### src/hw/rtl/fat_pkg.sv
package fat_pkg;

	localparam int TableDepthDef = 64;

	localparam logic [1:0] OP_STORE   = 2'd0;
	localparam logic [1:0] OP_RESOLVE = 2'd1;
	localparam logic [1:0] OP_LENGTH  = 2'd2;
	localparam logic [1:0] OP_CLEAR   = 2'd3;

	localparam logic [1:0] ST_DONE = 2'd0;
	localparam logic [1:0] ST_BAD  = 2'd1;
	localparam logic [1:0] ST_FULL = 2'd2;

	typedef struct packed {
		logic [11:0]        seq;
		logic [7:0]         frame;
		logic signed [12:0] tseq;
		logic signed [8:0]  tframe;
	} entry_t;

	typedef struct packed {
		logic [1:0]  status;
		logic [11:0] out_seq;
		logic [7:0]  out_frame;
		logic        terminated;
		logic [7:0]  seq_length;
	} res_t;

endpackage

### src/hw/rtl/frame_alias_table.sv
// Each beat scans the table entries, at most TABLE_DEPTH, and its result is
// registered (store and resolve stop at the first matching entry, clear and
// bad stores take no scan). A new beat waits until the last result is parked;
// the scan reads one entry per cycle via the table memory's single read port.
// Reset: arst_n empties the table (entry count 0) and drops any pending beat;
// memory contents are not cleared.
module frame_alias_table
	import fat_pkg::*;
#(
	parameter int TABLE_DEPTH = TableDepthDef,
	localparam int AW = (TABLE_DEPTH > 1) ? $clog2(TABLE_DEPTH) : 1
) (
	input  logic        clk,
	input  logic        arst_n,
	input  logic        s_tvalid,
	output logic        s_tready,
	// seq_number, frame_number, target_seq, target_frame, bitmap_frames, zero pad
	input  logic [55:0] s_tdata,
	// operation
	input  logic [1:0]  s_tuser,
	output logic        m_tvalid,
	input  logic        m_tready,
	// status, out_seq, out_frame, terminated, seq_length, zero pad
	output logic [31:0] m_tdata
);

	entry_t        in_key;
	entry_t        rd_data;
	entry_t        wr_data;
	logic          rd_en;
	logic          wr_en;
	logic [AW-1:0] rd_addr;
	logic [AW-1:0] wr_addr;
	logic          res_valid;
	logic          res_take;
	res_t          res;

	logic          ovalid_q;
	res_t          ores_q;

	assign in_key.seq    = s_tdata[11:0];
	assign in_key.frame  = s_tdata[19:12];
	assign in_key.tseq   = s_tdata[32:20];
	assign in_key.tframe = s_tdata[41:33];

	fat_mem #(
		.DEPTH(TABLE_DEPTH)
	) u_mem (
		.clk    (clk),
		.rd_en  (rd_en),
		.rd_addr(rd_addr),
		.rd_data(rd_data),
		.wr_en  (wr_en),
		.wr_addr(wr_addr),
		.wr_data(wr_data)
	);

	fat_scan #(
		.DEPTH(TABLE_DEPTH)
	) u_scan (
		.clk      (clk),
		.arst_n   (arst_n),
		.in_valid (s_tvalid),
		.in_ready (s_tready),
		.in_op    (s_tuser),
		.in_key   (in_key),
		.in_bmp   (s_tdata[49:42]),
		.rd_en    (rd_en),
		.rd_addr  (rd_addr),
		.rd_data  (rd_data),
		.wr_en    (wr_en),
		.wr_addr  (wr_addr),
		.wr_data  (wr_data),
		.res_valid(res_valid),
		.res_take (res_take),
		.res      (res)
	);

	// output register frees the scan as soon as a result is parked
	assign res_take = res_valid && (!ovalid_q || m_tready);

	always_ff @(posedge clk or negedge arst_n) begin
		if (!arst_n) begin
			ovalid_q <= 1'b0;
		end else if (res_take) begin
			ovalid_q <= 1'b1;
		end else if (m_tready) begin
			ovalid_q <= 1'b0;
		end
	end

	always_ff @(posedge clk) begin
		if (res_take) begin
			ores_q <= res;
		end
	end

	assign m_tvalid = ovalid_q;
	assign m_tdata  = {1'b0, ores_q.seq_length, ores_q.terminated, ores_q.out_frame,
	                   ores_q.out_seq, ores_q.status};

	a_one_item: assert property (@(posedge clk) disable iff (!arst_n)
		s_tvalid && s_tready |=> !s_tready)
		else $error("input accepted while an item is in flight");

	a_res_parked: assert property (@(posedge clk) disable iff (!arst_n)
		res_take |=> m_tvalid)
		else $error("taken result not presented");

	a_status_code: assert property (@(posedge clk) disable iff (!arst_n)
		m_tvalid |-> (m_tdata[1:0] == ST_DONE || m_tdata[1:0] == ST_BAD ||
		              m_tdata[1:0] == ST_FULL))
		else $error("illegal status code");

	a_no_write_in_scan: assert property (@(posedge clk) disable iff (!arst_n)
		wr_en |-> res_take && !rd_en)
		else $error("table write outside result handoff");

endmodule

### src/hw/rtl/fat_mem.sv
module fat_mem
	import fat_pkg::*;
#(
	parameter int DEPTH = TableDepthDef,
	localparam int AW = (DEPTH > 1) ? $clog2(DEPTH) : 1
) (
	input  logic          clk,
	input  logic          rd_en,
	input  logic [AW-1:0] rd_addr,
	output entry_t        rd_data,
	input  logic          wr_en,
	input  logic [AW-1:0] wr_addr,
	input  entry_t        wr_data
);

	entry_t mem [DEPTH];

	always_ff @(posedge clk) begin
		if (wr_en) begin
			mem[wr_addr] <= wr_data;
		end
	end

	always_ff @(posedge clk) begin
		if (rd_en) begin
			rd_data <= mem[rd_addr];
		end
	end

endmodule

### src/hw/rtl/fat_scan.sv
module fat_scan
	import fat_pkg::*;
#(
	parameter int DEPTH = TableDepthDef,
	localparam int AW = (DEPTH > 1) ? $clog2(DEPTH) : 1,
	localparam int CW = $clog2(DEPTH + 1)
) (
	input  logic          clk,
	input  logic          arst_n,
	input  logic          in_valid,
	output logic          in_ready,
	input  logic [1:0]    in_op,
	input  entry_t        in_key,
	input  logic [7:0]    in_bmp,
	output logic          rd_en,
	output logic [AW-1:0] rd_addr,
	input  entry_t        rd_data,
	output logic          wr_en,
	output logic [AW-1:0] wr_addr,
	output entry_t        wr_data,
	output logic          res_valid,
	input  logic          res_take,
	output res_t          res
);

	localparam logic [1:0] S_IDLE = 2'd0;
	localparam logic [1:0] S_RUN  = 2'd1;
	localparam logic [1:0] S_FIN  = 2'd2;

	logic [1:0]    state_q;
	logic [CW-1:0] cnt_q;
	logic [CW-1:0] ra_q;
	logic          rv_s1;
	logic [AW-1:0] ri_s1;

	logic [1:0]    op_q;
	entry_t        key_q;
	logic          found_q;
	logic          hterm_q;
	entry_t        hit_q;
	logic [AW-1:0] hidx_q;
	logic [7:0]    n_q;
	logic [7:0]    t_q;

	logic          bad;
	logic          skip;
	logic          match;
	logic          rterm;
	logic          hit_now;
	logic          issue;
	logic          done_run;
	logic          full;
	logic [7:0]    t_m1;

	assign bad      = (key_q.seq == 12'd0) || (key_q.frame == 8'd0);
	assign skip     = (op_q == OP_CLEAR) || ((op_q == OP_STORE) && bad);
	assign match    = (rd_data.seq == key_q.seq) && (rd_data.frame == key_q.frame);
	assign rterm    = rd_data.tseq[12] | rd_data.tframe[8];
	assign hit_now  = (state_q == S_RUN) && rv_s1 && match &&
	                  ((op_q == OP_STORE) || (op_q == OP_RESOLVE));
	assign issue    = (state_q == S_RUN) && !skip && !hit_now && (ra_q < cnt_q);
	assign done_run = skip || hit_now || (ra_q >= cnt_q);
	assign full     = (cnt_q >= CW'(DEPTH));
	assign t_m1     = t_q - 8'd1;

	assign in_ready = (state_q == S_IDLE);
	assign rd_en    = issue;
	assign rd_addr  = ra_q[AW-1:0];

	assign res_valid = (state_q == S_FIN);
	assign wr_en     = res_valid && res_take && (op_q == OP_STORE) && !bad &&
	                   (found_q || !full);
	assign wr_addr   = found_q ? hidx_q : cnt_q[AW-1:0];
	assign wr_data   = key_q;

	always_comb begin
		res = '0;
		case (op_q)
			OP_STORE: begin
				if (bad) begin
					res.status = ST_BAD;
				end else if (!found_q && full) begin
					res.status = ST_FULL;
				end else begin
					res.status = ST_DONE;
				end
			end
			OP_RESOLVE: begin
				if (found_q && !hterm_q) begin
					res.out_seq   = hit_q.tseq[11:0];
					res.out_frame = hit_q.tframe[7:0];
				end else begin
					res.out_seq   = key_q.seq;
					res.out_frame = key_q.frame;
				end
				res.terminated = found_q && hterm_q;
			end
			OP_LENGTH: begin
				if ((t_q != 8'd0) && ((n_q == 8'd0) || (t_m1 < n_q))) begin
					res.seq_length = t_m1;
				end else begin
					res.seq_length = n_q;
				end
			end
			default: begin
				res = '0;
			end
		endcase
	end

	always_ff @(posedge clk or negedge arst_n) begin
		if (!arst_n) begin
			state_q <= S_IDLE;
			cnt_q   <= '0;
			ra_q    <= '0;
			rv_s1   <= 1'b0;
		end else begin
			rv_s1 <= issue;
			case (state_q)
				S_IDLE: begin
					if (in_valid) begin
						state_q <= S_RUN;
						ra_q    <= '0;
					end
				end
				S_RUN: begin
					if (issue) begin
						ra_q <= ra_q + CW'(1);
					end
					if (done_run) begin
						state_q <= S_FIN;
					end
				end
				S_FIN: begin
					if (res_take) begin
						state_q <= S_IDLE;
						if (op_q == OP_CLEAR) begin
							cnt_q <= '0;
						end else if (wr_en && !found_q) begin
							cnt_q <= cnt_q + CW'(1);
						end
					end
				end
				default: begin
					state_q <= S_IDLE;
				end
			endcase
		end
	end

	always_ff @(posedge clk) begin
		ri_s1 <= ra_q[AW-1:0];
		if (in_valid && in_ready) begin
			op_q    <= in_op;
			key_q   <= in_key;
			n_q     <= in_bmp;
			t_q     <= 8'd0;
			found_q <= 1'b0;
		end else if ((state_q == S_RUN) && rv_s1) begin
			if (hit_now) begin
				found_q <= 1'b1;
				hterm_q <= rterm;
				hit_q   <= rd_data;
				hidx_q  <= ri_s1;
			end
			if ((op_q == OP_LENGTH) && (rd_data.seq == key_q.seq)) begin
				if (rterm) begin
					if ((t_q == 8'd0) || (rd_data.frame < t_q)) begin
						t_q <= rd_data.frame;
					end
				end else if (rd_data.frame > n_q) begin
					n_q <= rd_data.frame;
				end
			end
		end
	end

endmodule
### config.mk
export PLATFORM = sky130hd
export DESIGN_NAME = frame_alias_table
export DESIGN_NICKNAME = d
export VERILOG_FILES = /design/src/hw/rtl/fat_pkg.sv /design/src/hw/rtl/frame_alias_table.sv /design/src/hw/rtl/fat_mem.sv /design/src/hw/rtl/fat_scan.sv
export SDC_FILE = /design/constraint.sdc
export NUM_CORES = 2
export LEC_CHECK = 0
export BUFFER_PORTS_ARGS = -buffer_cell sky130_fd_sc_hd__clkbuf_2
export CAP_MARGIN = 40
export CORE_ASPECT_RATIO = 0.7
export CORE_MARGIN = 10
export CORE_UTILIZATION = 40
export CTS_CLUSTER_SIZE = 30
export DETAILED_ROUTE_END_ITERATION = 10
export PLACE_DENSITY_LB_ADDON = 0.2
export SLEW_MARGIN = 20
export SYNTH_ARGS = -nofsm -noshare
export SYNTH_HDL_FRONTEND = slang
export SYNTH_HIERARCHICAL = 1
export SYNTH_SLANG_ARGS = --single-unit
### constraint.sdc
create_clock -name clk -period 12.87 [get_ports clk]
set_clock_uncertainty 0.1 [all_clocks]
set_input_delay 3.861 -clock clk [delete_from_list [all_inputs] [get_ports clk]]
set_output_delay 3.861 -clock clk [all_outputs]
set_load 0.005 [all_outputs]
==> flow_metrics.tcl <==
set metrics [dict create \
    syn_avg_cell_area_sq_um 22.5 \
    hold_viol_final 0 \
    p_leak_nw 38.7 \
    rows 161 \
    cts-root-buf "clkbuf_16" \
    ys_types 70 \
    slew_headroom_pct 28.3 \
    htree_levels 5 \
    synth_top_family_by_area "multiplexers" \
    synth_xor_area_share_pct 0.230 \
    cts_tree "yes" \
    numCtsBuffers 272 \
    power_frac_comb_pct 19.6 \
    switching_power_mw 6.15 \
    layout.nets 5389 \
    period_share_pct 51.6 \
    pwr-share-clk_pct 33.2 \
    die_x_um 648 \
    routedWlPerCell_um 32.1 \
    power_density_mw_per_mm2 184 \
    fin_util_pct 46.0 \
    p_int_mw 17.1 \
    vdd_drop_max_uv 123 \
    drive_above_1_share_pct 28.2 \
    final-setup-viol-count 0 \
    io_pins 96 \
    drc 0 \
    initial_core_util_pct 40.2 \
    cts_setup_buffers 0 \
    ys_seq_area_share_pct 78.0 \
    fillers 22900 \
    synth_area_leaders "edfxtp_1 77%, mux4_2 14%, mux2i_1 1.5%" \
    crit_type "in2reg" \
    grt_pass1_wl_um 411000 \
    synth_top_area_share_pct 77.3 \
    rsz0062_at_grt "no" \
    fmax_mhz 150 \
    io_buffers 88 \
    critPathArrivalTime_ns 7.02 \
    die_height_um 459 \
    cts_resized 0 \
    slew_violations 0 \
    synth_compound_area_share_pct 2.26 \
    hold_path_depth 0 \
    hold_end "u_scan/hidx_q[3]$_DFFE_PP_" \
    antenna_found_initial 12 \
    track_usage_pct 19.3 \
    synth-simple-area-share_pct 1.89 \
    drtPass1Iterations 6 \
    yosysTopAreaCell "edfxtp_1" \
    async_flop_share_pct 0.627 \
    yosysWarnings 6 \
    wirelength_um 294000 \
    netlist_instances 4907 \
    viasPerCell 5.86 \
    die_area_sq_mm 0.298 \
    r2r-end "u_mem/rd_data[28]$_DFFE_PP_" \
    pwr-share-seq_pct 47.1 \
    gp_congestion 0.824 \
    clk_path_buf_depth 4 \
    crit-reg2reg-launch "u_scan/ra_q[0]$_DFFE_PN0P_" \
    core-area_sq_mm 0.275 \
    netSwitchingFraction_pct 26.5 \
    grt_max_degree 112 \
    crit_fanout 27 \
    ys.flop_type "edfxtp_1" \
    cts_sinks 2873 \
    vias 53600 \
    outcome "complete, no violations" \
    ys_ff_latch 2873 \
    synthesis.nets 5001 \
    synth_fa_ha_area_share_pct 0.363 \
    post-route-min-period_ns 6.64 \
    cp.required_ns 13.24 \
    holdBufCountCts 0 \
    grt_pass1_vias 53000 \
    drt_iter0_drc 6815 \
    syn_to_final_growth_pct 14.5 \
    synth_area_sq_mm 0.110 \
    muxShareOfSynthArea_pct 15.9 \
    start_kind "primary input" \
    worstSkewPairLatency_ns 0.88 \
    rr_worst_depth 9 \
    clkTransAtPathRegs_ns 0.07 \
    place.detailed.hpwl_um 171000 \
    setup_tns_ns 0 \
    drv_cap 0 \
    synth_edf_count 2840 \
    r2r_setup_slack_ns 7.91 \
    end_kind "register" \
    hold_class "reg2reg" \
    ant_nets 0 \
    grt_overflow_total 0 \
    hold_start "u_scan/ri_s1[3]$_DFF_P_" \
    worst_pin_slew_ns 1.08 \
]
metal layers:
metal	vias up	wire length (um)	track usage [%]
li1	21600	-	-
met1	29400	133000	30.2
met2	2263	127000	27.7
met3	361	26700	4.20
met4	2	6320	4.30
met5	-	13	0
power by group through the flow:
stage	registers (mW)	clock network, mW	logic [mW]
floorplan	11.3	0	2.90
global placement	11.2	0	4.41
detailed placement	11.1	0	4.55
CTS	10.9	7.88	4.56
global route	11.0	8.26	4.87
finish	10.9	7.72	4.56
metrics by stage:
step	cells	area [sq um]	power [mW]	setup slack (ns)	hold slack, ns
after CTS	9107	126000	23.4	6.20	0.290
after global placement	8578	116000	15.6	5.35	0.286
after floorplan	4907	110000	14.2	3.67	0.286
final	9149	126000	23.2	6.23	0.292
after detailed placement	8649	117000	15.7	5.30	0.289
after global routing	9146	126000	24.1	5.97	0.293
kinds of logic (layout without fill, tap and decap cells):
| kind of cell | after synthesis | count (layout) |
|---|---|---|
| flip-flops | 2873 | 2873 |
| buffers and inverters | 293 | 865 |
| AND/OR/NAND/NOR | 442 | 442 |
| AO/OA/AOI/OAI | 344 | 344 |
| other | 1 | 4 |
| adder cells (fa/ha/maj) | 32 | 32 |
| multiplexers | 893 | 893 |
| XOR/XNOR | 29 | 29 |
worst max-delay path by stage:
stage / start / to / slack (ns) / cells after the start
global placement: m_tready / u_mem/mem[22][5]$_DFFE_PP_ / 5.35 / 10
CTS: m_tready / u_mem/mem[22][24]$_DFFE_PP_ / 6.20 / 10
global route: m_tready / u_mem/mem[22][1]$_DFFE_PP_ / 5.97 / 10
floorplan: m_tready / u_mem/mem[48][0]$_DFFE_PP_ / 3.67 / 6
detailed placement: m_tready / u_mem/mem[22][6]$_DFFE_PP_ / 5.30 / 10
finish: m_tready / u_mem/mem[22][12]$_DFFE_PP_ / 6.23 / 10
Yosys cell counts (32+ instances only):
library cell,instances
a21oi_1,66
a22oi_1,83
buf_2,62
buf_4,55
clkbuf_1,109
edfxtp_1,2840
ha_1,32
mux2_2,42
mux2i_1,165
mux4_2,685
nand2_1,140
nor2_1,142
o221ai_1,33
layout make-up:
cell class	instances	area, sq um	share of cell area [%]
multi-input cells	1741	23300	18.5
flip-flops and latches	2873	86100	68.1
clock buffers	342	7350	5.82
well taps	3667	4590	3.63
clock inverters	116	936	0.741
inverters	31	125	0.0991
repair buffers	376	3910	3.10
diodes	3	7.51	0.00595
state kept, by name (all words and copies together), names as in the netlist, 2 cells and up:
signal	flops
m_tdata	31
u_mem/mem	2688
u_mem/rd_data	42
u_scan/cnt_q	7
u_scan/hidx_q	6
u_scan/hit_q	20
u_scan/n_q	8
u_scan/op_q	2
u_scan/ra_q	7
u_scan/ri_s1	6
u_scan/state_q	2
u_scan/t_q	8
u_scan/wr_data	42
critical path, cell delays in order:
cell      delay (ns)
clkbuf_2        0.07
nand2b_1        0.11
and2_1          0.15
nand2_1         0.10
nor3_1          0.64
nor2b_1         0.34
nand3_1         0.11
buf_4           0.23
nor2_4          0.65
buf_4           0.64
cell usage in the layout (no fill, tap or decap), drive strengths merged, types with 30 or more instances in the layout:
master | synthesis | layout
a21oi | 66 | 66
a22oi | 83 | 83
buf | 152 | 288
clkbuf | 110 | 430
clkinv | 0 | 94
edfxtp | 2840 | 2840
ha | 32 | 32
inv | 31 | 33
mux2 | 43 | 43
mux2i | 165 | 165
mux4 | 685 | 685
nand2 | 141 | 141
nor2 | 143 | 143
nor3 | 31 | 31
o221ai | 33 | 33
o22ai | 30 | 30
(Power assumes the default switching activity.)
